$ cat config.mk
export PLATFORM = sky130hd
export DESIGN_NAME = lut_linear_interpolator_top_flat
export DESIGN_NICKNAME = d
export VERILOG_FILES = /design/src/rtl/lli_pkg.sv /design/src/rtl/lli_req_if.sv /design/src/rtl/lli_res_if.sv /design/src/rtl/lli_cfg_if.sv /design/src/rtl/lli_ram.sv /design/src/rtl/lli_front.sv /design/src/rtl/lli_lookup.sv /design/src/rtl/lli_blend.sv /design/src/rtl/lut_linear_interpolator_top.sv /design/src/flat_wrapper.sv
export VERILOG_INCLUDE_DIRS = /design/src /design/src/rtl
export SDC_FILE = /design/constraint.sdc
export NUM_CORES = 2
export LEC_CHECK = 0
export BUFFER_PORTS_ARGS = -buffer_cell sky130_fd_sc_hd__buf_2
export CORE_UTILIZATION = 58
export CTS_CLUSTER_DIAMETER = 100
export DETAILED_ROUTE_END_ITERATION = 7
export PLACE_DENSITY = 0.85
export SETUP_SLACK_MARGIN = 0.15
export SYNTH_ARGS = -nofsm -noshare
export SYNTH_HDL_FRONTEND = slang
export SYNTH_HIERARCHICAL = 1
export SYNTH_SLANG_ARGS = --single-unit
$ cat constraint.sdc
create_clock -name clk -period 15.5 [get_ports clk]
set_clock_uncertainty 0.05 [all_clocks]
set_input_delay 0 -clock clk [delete_from_list [all_inputs] [get_ports clk]]
set_output_delay 0 -clock clk [all_outputs]
set_load 0.02 [all_outputs]
$ cat src/rtl/lut_linear_interpolator_top_defines.svh
// ----------------------------------------------------------------------------
// Assertion macros
// Shared concurrent assertion forms for the lookup interpolator.
// ----------------------------------------------------------------------------
`ifndef LUT_LINEAR_INTERPOLATOR_TOP_DEFINES_SVH
`define LUT_LINEAR_INTERPOLATOR_TOP_DEFINES_SVH

// Same-cycle implication, sampled on clk, off during reset.
`define LLI_ASSERT_NOW(label, ante, cons) \
    label: assert property (@(posedge clk) disable iff (!rst_n) (ante) |-> (cons)) \
        else $error("lli assertion failed");

// Next-cycle implication, sampled on clk, off during reset.
`define LLI_ASSERT_NEXT(label, ante, cons) \
    label: assert property (@(posedge clk) disable iff (!rst_n) (ante) |=> (cons)) \
        else $error("lli assertion failed");

`endif

$ cat src/rtl/lli_pkg.sv
// ----------------------------------------------------------------------------
// lli_pkg
// Types, widths and constants of the lookup table interpolator.
// ----------------------------------------------------------------------------
package lli_pkg;

    localparam int FORCE_W   = 24;
    localparam int POS_W     = 17;
    localparam int FRAC_W    = 16;
    localparam int INDEX_W   = 7;
    localparam int THR_W     = 16;
    localparam int SEG_CNT_W = 7;
    localparam int SCALED_W  = FRAC_W + SEG_CNT_W;

    localparam int DAMPING_SEGMENTS_DEF = 16;
    localparam int SPRING_SEGMENTS_DEF  = 16;

    localparam logic [FRAC_W-1:0] POS_TOP       = 16'd65470;
    localparam logic [THR_W-1:0]  THRESH_RESET  = 16'd66;

    typedef enum logic [1:0] {
        FUNC_EVAL_DAMP    = 2'd0,
        FUNC_EVAL_SPRING  = 2'd1,
        FUNC_WRITE_DAMP   = 2'd2,
        FUNC_WRITE_SPRING = 2'd3
    } func_t;

    typedef struct packed {
        logic                       spring;
        logic                       is_write;
        logic                       zero;
        logic                       top;
        logic [SCALED_W-1:0]        scaled;
        logic [INDEX_W-1:0]         entry_index;
        logic signed [FORCE_W-1:0]  entry_value;
    } front_t;

    typedef struct packed {
        logic              spring;
        logic              zero;
        logic [FRAC_W-1:0] frac;
    } lookup_t;

endpackage

$ cat src/rtl/lli_req_if.sv
// ----------------------------------------------------------------------------
// lli_req_if
// Request channel: evaluate and table write requests.
// ----------------------------------------------------------------------------
interface lli_req_if;
    import lli_pkg::*;

    logic                      valid;
    logic                      ready;
    func_t                     func;
    logic signed [POS_W-1:0]   position;
    logic [INDEX_W-1:0]        entry_index;
    logic signed [FORCE_W-1:0] entry_value;

    modport source (output valid, func, position, entry_index, entry_value, input ready);
    modport sink   (input valid, func, position, entry_index, entry_value, output ready);
endinterface

$ cat src/rtl/lli_res_if.sv
// ----------------------------------------------------------------------------
// lli_res_if
// Result channel: interpolated force.
// ----------------------------------------------------------------------------
interface lli_res_if;
    import lli_pkg::*;

    logic                      valid;
    logic                      ready;
    logic signed [FORCE_W-1:0] force_res;
    logic                      from_spring;

    modport source (output valid, force_res, from_spring, input ready);
    modport sink   (input valid, force_res, from_spring, output ready);
endinterface

$ cat src/rtl/lli_cfg_if.sv
// ----------------------------------------------------------------------------
// lli_cfg_if
// Configuration write channel for the springing threshold.
// ----------------------------------------------------------------------------
interface lli_cfg_if;
    import lli_pkg::*;

    logic             valid;
    logic             ready;
    logic [THR_W-1:0] spring_low_threshold;

    modport source (output valid, spring_low_threshold, input ready);
    modport sink   (input valid, spring_low_threshold, output ready);
endinterface

$ cat src/rtl/lli_ram.sv
// ----------------------------------------------------------------------------
// lli_ram
// Generic RAM, one write port, two registered read ports.
// ----------------------------------------------------------------------------
module lli_ram #(
    parameter int WIDTH = lli_pkg::FORCE_W,
    parameter int DEPTH = lli_pkg::DAMPING_SEGMENTS_DEF + 1
) (
    input  logic                     clk,
    input  logic                     we,
    input  logic [$clog2(DEPTH)-1:0] waddr,
    input  logic [WIDTH-1:0]         wdata,
    input  logic                     re,
    input  logic [$clog2(DEPTH)-1:0] raddr_a,
    input  logic [$clog2(DEPTH)-1:0] raddr_b,
    output logic [WIDTH-1:0]         rdata_a,
    output logic [WIDTH-1:0]         rdata_b
);
    logic [WIDTH-1:0] mem [DEPTH];
    logic [WIDTH-1:0] rdata_a_reg;
    logic [WIDTH-1:0] rdata_b_reg;

    always_ff @(posedge clk)
    begin
        if (we)
        begin
            mem[waddr] <= wdata;
        end
        if (re)
        begin
            rdata_a_reg <= mem[raddr_a];
            rdata_b_reg <= mem[raddr_b];
        end
    end

    assign rdata_a = rdata_a_reg;
    assign rdata_b = rdata_b_reg;
endmodule

$ cat src/rtl/lli_front.sv
// ----------------------------------------------------------------------------
// lli_front
// Stage 1: decode request, range checks, scale position by segment count.
// ----------------------------------------------------------------------------
module lli_front #(
    parameter int DAMP_SEGS   = lli_pkg::DAMPING_SEGMENTS_DEF,
    parameter int SPRING_SEGS = lli_pkg::SPRING_SEGMENTS_DEF
) (
    input  logic                               clk,
    input  logic                               rst_n,
    input  logic                               in_valid,
    output logic                               in_ready,
    input  lli_pkg::func_t                     func,
    input  logic signed [lli_pkg::POS_W-1:0]   position,
    input  logic [lli_pkg::INDEX_W-1:0]        entry_index,
    input  logic signed [lli_pkg::FORCE_W-1:0] entry_value,
    input  logic [lli_pkg::THR_W-1:0]          threshold,
    output logic                               out_valid,
    input  logic                               out_ready,
    output lli_pkg::front_t                    out_data
);
    import lli_pkg::*;

    logic                 valid_reg;
    front_t               data_reg;
    front_t               data_next;
    logic                 advance;
    logic [SEG_CNT_W-1:0] segs;

    assign in_ready = !valid_reg || out_ready;
    assign advance  = in_valid && in_ready;

    always_comb
    begin
        unique case (func)
            FUNC_EVAL_DAMP:
            begin
                data_next.spring   = 1'b0;
                data_next.is_write = 1'b0;
            end
            FUNC_EVAL_SPRING:
            begin
                data_next.spring   = 1'b1;
                data_next.is_write = 1'b0;
            end
            FUNC_WRITE_DAMP:
            begin
                data_next.spring   = 1'b0;
                data_next.is_write = 1'b1;
            end
            FUNC_WRITE_SPRING:
            begin
                data_next.spring   = 1'b1;
                data_next.is_write = 1'b1;
            end
        endcase
        segs = data_next.spring ? SEG_CNT_W'(SPRING_SEGS) : SEG_CNT_W'(DAMP_SEGS);
        data_next.zero = data_next.spring
                       ? ($signed(position) < $signed({1'b0, threshold}))
                       : position[POS_W-1];
        data_next.top  = !position[POS_W-1] && (position[FRAC_W-1:0] > POS_TOP);
        data_next.scaled      = SCALED_W'(position[FRAC_W-1:0]) * SCALED_W'(segs);
        data_next.entry_index = entry_index;
        data_next.entry_value = entry_value;
    end

    always_ff @(posedge clk or negedge rst_n)
    begin
        if (!rst_n)
        begin
            valid_reg <= 1'b0;
        end
        else if (in_ready)
        begin
            valid_reg <= in_valid;
        end
    end

    always_ff @(posedge clk)
    begin
        if (advance)
        begin
            data_reg <= data_next;
        end
    end

    assign out_valid = valid_reg;
    assign out_data  = data_reg;
endmodule

$ cat src/rtl/lli_lookup.sv
// ----------------------------------------------------------------------------
// lli_lookup
// Stage 2: segment address, table writes, neighbor entry reads.
// ----------------------------------------------------------------------------
module lli_lookup #(
    parameter int DAMP_SEGS   = lli_pkg::DAMPING_SEGMENTS_DEF,
    parameter int SPRING_SEGS = lli_pkg::SPRING_SEGMENTS_DEF
) (
    input  logic                               clk,
    input  logic                               rst_n,
    input  logic                               in_valid,
    output logic                               in_ready,
    input  lli_pkg::front_t                    in_data,
    output logic                               out_valid,
    input  logic                               out_ready,
    output lli_pkg::lookup_t                   out_data,
    output logic signed [lli_pkg::FORCE_W-1:0] ta,
    output logic signed [lli_pkg::FORCE_W-1:0] tb
);
    import lli_pkg::*;

    localparam int DAW = $clog2(DAMP_SEGS + 1);
    localparam int SAW = $clog2(SPRING_SEGS + 1);

    logic                 valid_reg;
    lookup_t              data_reg;
    lookup_t              data_next;
    logic                 advance;
    logic [SEG_CNT_W-1:0] seg_idx;
    logic [SEG_CNT_W-1:0] idx_d;
    logic [SEG_CNT_W-1:0] idx_s;
    logic [DAW-1:0]       addr_a_d;
    logic [DAW-1:0]       addr_b_d;
    logic [SAW-1:0]       addr_a_s;
    logic [SAW-1:0]       addr_b_s;
    logic                 we_d;
    logic                 we_s;
    logic                 re_d;
    logic                 re_s;
    logic [FORCE_W-1:0]   rd_a_d;
    logic [FORCE_W-1:0]   rd_b_d;
    logic [FORCE_W-1:0]   rd_a_s;
    logic [FORCE_W-1:0]   rd_b_s;

    assign in_ready = !valid_reg || out_ready;
    assign advance  = in_valid && in_ready;

    always_comb
    begin
        seg_idx = in_data.scaled[SCALED_W-1:FRAC_W];
        idx_d   = (seg_idx >= SEG_CNT_W'(DAMP_SEGS)) ? SEG_CNT_W'(DAMP_SEGS - 1) : seg_idx;
        idx_s   = (seg_idx >= SEG_CNT_W'(SPRING_SEGS)) ? SEG_CNT_W'(SPRING_SEGS - 1) : seg_idx;
        addr_a_d = in_data.top ? DAW'(DAMP_SEGS) : DAW'(idx_d);
        addr_b_d = in_data.top ? DAW'(DAMP_SEGS) : DAW'(idx_d + 1'b1);
        addr_a_s = in_data.top ? SAW'(SPRING_SEGS) : SAW'(idx_s);
        addr_b_s = in_data.top ? SAW'(SPRING_SEGS) : SAW'(idx_s + 1'b1);
        we_d = advance && in_data.is_write && !in_data.spring
            && (in_data.entry_index <= INDEX_W'(DAMP_SEGS));
        we_s = advance && in_data.is_write && in_data.spring
            && (in_data.entry_index <= INDEX_W'(SPRING_SEGS));
        re_d = advance && !in_data.is_write && !in_data.spring;
        re_s = advance && !in_data.is_write && in_data.spring;
        data_next.spring = in_data.spring;
        data_next.zero   = in_data.zero;
        data_next.frac   = in_data.top ? '0 : in_data.scaled[FRAC_W-1:0];
    end

    lli_ram #(
        .WIDTH (FORCE_W),
        .DEPTH (DAMP_SEGS + 1)
    ) u_damp_ram (
        .clk     (clk),
        .we      (we_d),
        .waddr   (DAW'(in_data.entry_index)),
        .wdata   (in_data.entry_value),
        .re      (re_d),
        .raddr_a (addr_a_d),
        .raddr_b (addr_b_d),
        .rdata_a (rd_a_d),
        .rdata_b (rd_b_d)
    );

    lli_ram #(
        .WIDTH (FORCE_W),
        .DEPTH (SPRING_SEGS + 1)
    ) u_spring_ram (
        .clk     (clk),
        .we      (we_s),
        .waddr   (SAW'(in_data.entry_index)),
        .wdata   (in_data.entry_value),
        .re      (re_s),
        .raddr_a (addr_a_s),
        .raddr_b (addr_b_s),
        .rdata_a (rd_a_s),
        .rdata_b (rd_b_s)
    );

    // drop write requests here: they carry no result
    always_ff @(posedge clk or negedge rst_n)
    begin
        if (!rst_n)
        begin
            valid_reg <= 1'b0;
        end
        else if (in_ready)
        begin
            valid_reg <= in_valid && !in_data.is_write;
        end
    end

    always_ff @(posedge clk)
    begin
        if (advance)
        begin
            data_reg <= data_next;
        end
    end

    assign out_valid = valid_reg;
    assign out_data  = data_reg;
    assign ta = data_reg.spring ? $signed(rd_a_s) : $signed(rd_a_d);
    assign tb = data_reg.spring ? $signed(rd_b_s) : $signed(rd_b_d);

    `include "lut_linear_interpolator_top_defines.svh"

    `LLI_ASSERT_NEXT(a_write_no_result, advance && in_data.is_write, !valid_reg)
    `LLI_ASSERT_NEXT(a_top_frac_zero, advance && in_data.top, data_reg.frac == '0)
    `LLI_ASSERT_NOW(a_port_exclusive, 1'b1, !(we_d && re_d) && !(we_s && re_s))
endmodule

$ cat src/rtl/lli_blend.sv
// ----------------------------------------------------------------------------
// lli_blend
// Stages 3 and 4: weighted products, rounding sum, saturation.
// ----------------------------------------------------------------------------
module lli_blend (
    input  logic                               clk,
    input  logic                               rst_n,
    input  logic                               in_valid,
    output logic                               in_ready,
    input  lli_pkg::lookup_t                   in_data,
    input  logic signed [lli_pkg::FORCE_W-1:0] ta,
    input  logic signed [lli_pkg::FORCE_W-1:0] tb,
    output logic                               out_valid,
    input  logic                               out_ready,
    output logic signed [lli_pkg::FORCE_W-1:0] force_res,
    output logic                               from_spring
);
    import lli_pkg::*;

    localparam int WEIGHT_W = FRAC_W + 1;
    localparam int PROD_W   = FORCE_W + WEIGHT_W + 1;
    localparam int SUM_W    = PROD_W + 1;
    localparam int QW       = SUM_W - FRAC_W;
    localparam int ROUND_HALF = 2 ** (FRAC_W - 1);
    localparam logic signed [QW-1:0] Q_MAX = QW'(2 ** (FORCE_W - 1) - 1);
    localparam logic signed [QW-1:0] Q_MIN = QW'(-(2 ** (FORCE_W - 1)));

    logic                      p_valid_reg;
    logic signed [PROD_W-1:0]  prod_a_reg;
    logic signed [PROD_W-1:0]  prod_b_reg;
    logic signed [PROD_W-1:0]  prod_a_next;
    logic signed [PROD_W-1:0]  prod_b_next;
    logic                      zero_reg;
    logic                      spring_reg;
    logic [WEIGHT_W-1:0]       weight_a;
    logic signed [WEIGHT_W:0]  weight_a_s;
    logic signed [WEIGHT_W:0]  weight_b_s;
    logic                      adv_p;
    logic                      out_open;
    logic                      adv_o;
    logic signed [SUM_W-1:0]   sum;
    logic signed [QW-1:0]      quot;
    logic signed [FORCE_W-1:0] force_next;
    logic                      o_valid_reg;
    logic signed [FORCE_W-1:0] force_reg;
    logic                      from_spring_reg;

    assign out_open = !o_valid_reg || out_ready;
    assign in_ready = !p_valid_reg || out_open;
    assign adv_p    = in_valid && in_ready;
    assign adv_o    = p_valid_reg && out_open;

    always_comb
    begin
        weight_a    = WEIGHT_W'(2 ** FRAC_W) - {1'b0, in_data.frac};
        weight_a_s  = {1'b0, weight_a};
        weight_b_s  = {2'b00, in_data.frac};
        prod_a_next = ta * weight_a_s;
        prod_b_next = tb * weight_b_s;
    end

    always_comb
    begin
        sum  = SUM_W'(prod_a_reg) + SUM_W'(prod_b_reg) + SUM_W'(ROUND_HALF);
        quot = sum[SUM_W-1:FRAC_W];
        if (zero_reg)
        begin
            force_next = '0;
        end
        else if (quot > Q_MAX)
        begin
            force_next = Q_MAX[FORCE_W-1:0];
        end
        else if (quot < Q_MIN)
        begin
            force_next = Q_MIN[FORCE_W-1:0];
        end
        else
        begin
            force_next = quot[FORCE_W-1:0];
        end
    end

    always_ff @(posedge clk or negedge rst_n)
    begin
        if (!rst_n)
        begin
            p_valid_reg <= 1'b0;
            o_valid_reg <= 1'b0;
        end
        else
        begin
            if (in_ready)
            begin
                p_valid_reg <= in_valid;
            end
            if (out_open)
            begin
                o_valid_reg <= p_valid_reg;
            end
        end
    end

    always_ff @(posedge clk)
    begin
        if (adv_p)
        begin
            prod_a_reg <= prod_a_next;
            prod_b_reg <= prod_b_next;
            zero_reg   <= in_data.zero;
            spring_reg <= in_data.spring;
        end
        if (adv_o)
        begin
            force_reg       <= force_next;
            from_spring_reg <= spring_reg;
        end
    end

    assign out_valid   = o_valid_reg;
    assign force_res   = force_reg;
    assign from_spring = from_spring_reg;

    `include "lut_linear_interpolator_top_defines.svh"

    `LLI_ASSERT_NEXT(a_zero_gives_zero, adv_o && zero_reg, force_reg == '0)
    `LLI_ASSERT_NEXT(a_table_tag_kept, adv_o, from_spring_reg == $past(spring_reg))
    `LLI_ASSERT_NEXT(a_frac_zero_weight, adv_p && (in_data.frac == '0), prod_b_reg == '0)
endmodule

$ cat src/rtl/lut_linear_interpolator_top.sv
// ----------------------------------------------------------------------------
// lut_linear_interpolator_top
// Piecewise linear force lookup over loadable damping and springing tables.
//
//   channel  dir  contents
//   req      in   func, position, entry_index, entry_value
//   res      out  force_res, from_spring (one per evaluate request)
//   cfg      in   spring_low_threshold
//
// One request per cycle while no stage is stalled; a result passes through the
// front, lookup, product and output registers after its request is accepted.
// The stages are: decode and scale multiply, table read, weight multiply,
// round and saturate. Each stage stalls on its own, so bubbles fill in.
// Reset clears valid bits and sets the threshold to 66; table contents are
// undefined until written and there is no clearing pass.
// ----------------------------------------------------------------------------
module lut_linear_interpolator_top #(
    parameter int DAMPING_SEGMENTS = lli_pkg::DAMPING_SEGMENTS_DEF,
    parameter int SPRING_SEGMENTS  = lli_pkg::SPRING_SEGMENTS_DEF
) (
    input  logic        clk,
    input  logic        rst_n,
    lli_req_if.sink     req,
    lli_res_if.source   res,
    lli_cfg_if.sink     cfg
);
    import lli_pkg::*;

    logic [THR_W-1:0]          thr_reg;
    logic                      f_valid;
    logic                      f_ready;
    front_t                    f_data;
    logic                      l_valid;
    logic                      l_ready;
    lookup_t                   l_data;
    logic signed [FORCE_W-1:0] ta;
    logic signed [FORCE_W-1:0] tb;

    assign cfg.ready = 1'b1;

    always_ff @(posedge clk or negedge rst_n)
    begin
        if (!rst_n)
        begin
            thr_reg <= THRESH_RESET;
        end
        else if (cfg.valid)
        begin
            thr_reg <= cfg.spring_low_threshold;
        end
    end

    lli_front #(
        .DAMP_SEGS   (DAMPING_SEGMENTS),
        .SPRING_SEGS (SPRING_SEGMENTS)
    ) u_front (
        .clk         (clk),
        .rst_n       (rst_n),
        .in_valid    (req.valid),
        .in_ready    (req.ready),
        .func        (req.func),
        .position    (req.position),
        .entry_index (req.entry_index),
        .entry_value (req.entry_value),
        .threshold   (thr_reg),
        .out_valid   (f_valid),
        .out_ready   (f_ready),
        .out_data    (f_data)
    );

    lli_lookup #(
        .DAMP_SEGS   (DAMPING_SEGMENTS),
        .SPRING_SEGS (SPRING_SEGMENTS)
    ) u_lookup (
        .clk       (clk),
        .rst_n     (rst_n),
        .in_valid  (f_valid),
        .in_ready  (f_ready),
        .in_data   (f_data),
        .out_valid (l_valid),
        .out_ready (l_ready),
        .out_data  (l_data),
        .ta        (ta),
        .tb        (tb)
    );

    lli_blend u_blend (
        .clk         (clk),
        .rst_n       (rst_n),
        .in_valid    (l_valid),
        .in_ready    (l_ready),
        .in_data     (l_data),
        .ta          (ta),
        .tb          (tb),
        .out_valid   (res.valid),
        .out_ready   (res.ready),
        .force_res   (res.force_res),
        .from_spring (res.from_spring)
    );
endmodule

$ cat src/flat_wrapper.sv
// flat-port wrapper written by rule: the top's interface ports become plain ports
module lut_linear_interpolator_top_flat import lli_pkg::*;
#(
    parameter int DAMPING_SEGMENTS = lli_pkg::DAMPING_SEGMENTS_DEF,
    parameter int SPRING_SEGMENTS  = lli_pkg::SPRING_SEGMENTS_DEF
)
  (clk, rst_n, req_valid, req_func, req_position, req_entry_index, req_entry_value, req_ready, res_valid, res_force_res, res_from_spring, res_ready, cfg_valid, cfg_spring_low_threshold, cfg_ready);
  lli_req_if req_i ();
  lli_res_if res_i ();
  lli_cfg_if cfg_i ();
  input  logic clk;
  input  logic rst_n;
  input wire logic [$bits(req_i.valid)-1:0] req_valid;
  input wire logic [$bits(req_i.func)-1:0] req_func;
  input wire logic [$bits(req_i.position)-1:0] req_position;
  input wire logic [$bits(req_i.entry_index)-1:0] req_entry_index;
  input wire logic [$bits(req_i.entry_value)-1:0] req_entry_value;
  output wire logic [$bits(req_i.ready)-1:0] req_ready;
  output wire logic [$bits(res_i.valid)-1:0] res_valid;
  output wire logic [$bits(res_i.force_res)-1:0] res_force_res;
  output wire logic [$bits(res_i.from_spring)-1:0] res_from_spring;
  input wire logic [$bits(res_i.ready)-1:0] res_ready;
  input wire logic [$bits(cfg_i.valid)-1:0] cfg_valid;
  input wire logic [$bits(cfg_i.spring_low_threshold)-1:0] cfg_spring_low_threshold;
  output wire logic [$bits(cfg_i.ready)-1:0] cfg_ready;
  assign req_i.valid = req_valid;
  assign req_i.func = req_func;
  assign req_i.position = req_position;
  assign req_i.entry_index = req_entry_index;
  assign req_i.entry_value = req_entry_value;
  assign req_ready = req_i.ready;
  assign res_valid = res_i.valid;
  assign res_force_res = res_i.force_res;
  assign res_from_spring = res_i.from_spring;
  assign res_i.ready = res_ready;
  assign cfg_i.valid = cfg_valid;
  assign cfg_i.spring_low_threshold = cfg_spring_low_threshold;
  assign cfg_ready = cfg_i.ready;
  lut_linear_interpolator_top #(.DAMPING_SEGMENTS(DAMPING_SEGMENTS), .SPRING_SEGMENTS(SPRING_SEGMENTS)) u_core (.clk(clk), .rst_n(rst_n), .req(req_i), .res(res_i), .cfg(cfg_i));
endmodule
==> impl_metrics.env <==
export IMPL_core_area_mm2=0.135
export IMPL_track_usage_pct=34.7
export IMPL_syn_inst=5860
export IMPL_yosysMostFrequentCell="edfxtp_1"
export IMPL_place_area_mm2=0.0811
export IMPL_synthDistinctLibCells=84
export IMPL_fin_tns_setup_ns=0
export IMPL_holdPathStages=2
export IMPL_postCtsResizedCells=0
export IMPL_rr_startpoint="u_core/u_lookup/out_data[2]"
export IMPL_pin_count=99
export IMPL_required_ns=15.90
export IMPL_arrival_ns=9.56
export IMPL_synth_edf_count=1091
export IMPL_synth_flop_cell="edfxtp_1"
export IMPL_finalCritPeriodShare_pct=59.1
export IMPL_root_buffer="clkbuf_16"
export IMPL_finalWeightedCongestion=0.923
export IMPL_max_slew_margin_pct=7.53
export IMPL_slew_violations=0
export IMPL_setup_viol=0
export IMPL_synth_area_top_cells="edfxtp_1, fa_1, mux4_2"
export IMPL_initialDrtViolationCount=7693
export IMPL_fin_nets=7143
export IMPL_period_minus_slack_ns=9.15
export IMPL_stdcell_area_mm2=0.0861
export IMPL_dp_hpwl_um=138000
export IMPL_num_fill_cells=8962
export IMPL_clkLatencyLatePin_ns=0.78
export IMPL_startpoint="u_core/u_lookup/out_data[2]"
export IMPL_yosysTopAreaCellShare_pct=41.4
export IMPL_rr_worst_depth=26
export IMPL_overflow=0
export IMPL_synth_seq_cells=1111
export IMPL_status="finished, final reports clean"
export IMPL_seq_area_frac_synth_pct=42.0
export IMPL_cp_top_family="adder cells"
export IMPL_die_width_um=371
export IMPL_worstSetupPathDepth=26
export IMPL_cts_tree="done"
export IMPL_clock_fmax_mhz=109
export IMPL_path_buf_inv=4
export IMPL_antenna_found_initial=9
export IMPL_worstHoldStart="req_entry_value[6]"
export IMPL_cp_slowest_stage_delay_ns=0.77
export IMPL_grt_pass1_wl_um=351000
export IMPL_syn_area_per_cell_um2=13.5
export IMPL_crit_top_cell="fa_1"
export IMPL_cp_slowest_cell="edfxtp_1"
export IMPL_syn_area_mm2=0.0791
export IMPL_worst_slew_pin_slew_ns=1.39
export IMPL_holdCritPathClass="in -> reg"
export IMPL_crit_path_end_kind="flip-flop"
export IMPL_avgRoutedWirePerCell_um=30.0
export IMPL_yosysTopAreaCell="edfxtp_1"
export IMPL_clkSlewWorstSetupHoldPaths_ns=0.07
export IMPL_h_tree_depth=3
export IMPL_portBuffers=97
export IMPL_syn2layout_area_growth_pct=8.83
export IMPL_start_util_pct=58.4
export IMPL_dieArea_mm2=0.138
export IMPL_vias=52900
export IMPL_rows=135
export IMPL_drive_gt1_share_pct=15.6
export IMPL_dr_pass1_iters=8
export IMPL_die_y_um=371
export IMPL_cts_sinks=1111
export IMPL_routed_wl_um=236000
export IMPL_drc=0
export IMPL_synthArstFlopShare_pct=1.80
export IMPL_hold_violations=0
export IMPL_numCtsBuffers=105
export IMPL_antenna_left=0
export IMPL_critPathKind="reg -> reg"
export IMPL_cp_max_fo=28
export IMPL_critPathLaunchType="flip-flop"
export IMPL_holdWs_ns=0.0242
export IMPL_cap_violations=0
export IMPL_grt_max_degree=134
export IMPL_ys_top_cells_by_count="edfxtp_1, inv_1, fa_1, nand2_1, mux4_2"
export IMPL_viasPerCell=6.74
export IMPL_yosysWarnings=6
export IMPL_grt_setup_unrepaired="no"
export IMPL_grt_pass1_vias=57100
export IMPL_clock_path_buffers=3
## path summary, 6_finish.rpt
kind                                                  to  slack [ns]
min in group asynchronous              u_core/thr_reg[1]        0.37
setup / recovery           u_core/u_blend/prod_a_reg[41]        6.35
setup reg to reg           u_core/u_blend/prod_a_reg[41]        6.35
hold / removal                u_core/u_front/out_data[6]        0.02
hold reg to reg               u_core/u_blend/from_spring        0.37
max in group asynchronous       u_core/u_blend/out_valid       14.79
## through the flow
stage                     setup slack, ns  std cells  util, %
after CTS                            6.49       7854     63.6
after global routing                 5.97       7857     63.6
after global placement               6.65       7518     59.9
after detailed placement             6.49       7518     59.9
after floorplan                      7.45       5866        -
final                                6.35       7859     63.6
## cell families (layout without fill, tap and decap cells)
| logic type | Yosys count | in the layout | synth area share, % |
|---|---|---|---|
| buffers and inverters | 1254 | 1461 | 6.65 |
| and+or+nand+nor | 1237 | 1237 | 7.55 |
| DFF | 1111 | 1111 | 42.0 |
| adders and majority gates | 1079 | 1079 | 24.4 |
| muxes | 544 | 544 | 13.1 |
| AOI/OAI and AO/OA | 509 | 509 | 4.85 |
| xor gates and xnor gates | 124 | 124 | 1.37 |
| other | 2 | 13 | 0.00949 |
## cells in the final DEF, fill, tap and decap left out, types with 105 or more instances in the layout
cell           Yosys  routed
and2_1           333     331
mux4_2           384     384
fa_1             778     778
dlygate4sd3_1      0     148
clkbuf_16          0     105
ha_1             301     301
inv_1            936     934
nor2_1           181     154
edfxtp_1        1091    1091
nand2_1          530     530
## final cells by class
type                       instances  area, um2  area share [%]
multi-input combinational       3501      40900            47.5
clock inverter                    64        779           0.905
inverter                         936       3510            4.08
timing repair buffer             338       2730            3.17
clock buffer                     123       2700            3.13
antenna                            5       12.5          0.0145
tap                             1781       2230            2.59
sequential                      1111      33300            38.6
## what timing repair did
| item | in CTS | in global routing |
|---|---|---|
| hold buffers | 149 | 0 |
| setup buffers | 0 | 0 |
| hold endpoints to repair | 103 | 0 |
## per-layer routing
metal / global-route usage (%) / part of all wire (%) / vias up
met2: 54.0 / 46 / 5070
met5: 0.559 / 0.063 / -
met1: 40.6 / 31 / 25900
met4: 25.2 / 8.8 / 10
li1: - / - / 20500
met3: 11.2 / 15 / 1482
## worst reg2reg max path, stage by stage, from the launching register on
cell and delay (ns):
edfxtp_1 0.77, or4_1 0.73, nor4_1 0.29, nand3b_1 0.27
nor3_1 0.35, xnor2_2 0.15, buf_4 0.35, nand2_1 0.15
fa_1 0.56, inv_1 0.05, fa_1 0.47, fa_1 0.53
fa_1 0.52, fa_1 0.55, inv_1 0.05, fa_1 0.57
inv_1 0.05, ha_1 0.36, a21o_1 0.20, a21oi_1 0.16
nor2b_1 0.08, or3_1 0.31, a311oi_1 0.44, nor3_1 0.14
a2111oi_2 0.46, a21oi_1 0.15, xnor2_1 0.15
Power is not shown: default switching activity piles up to over one toggle a cycle in this logic, so the estimate is an artifact.
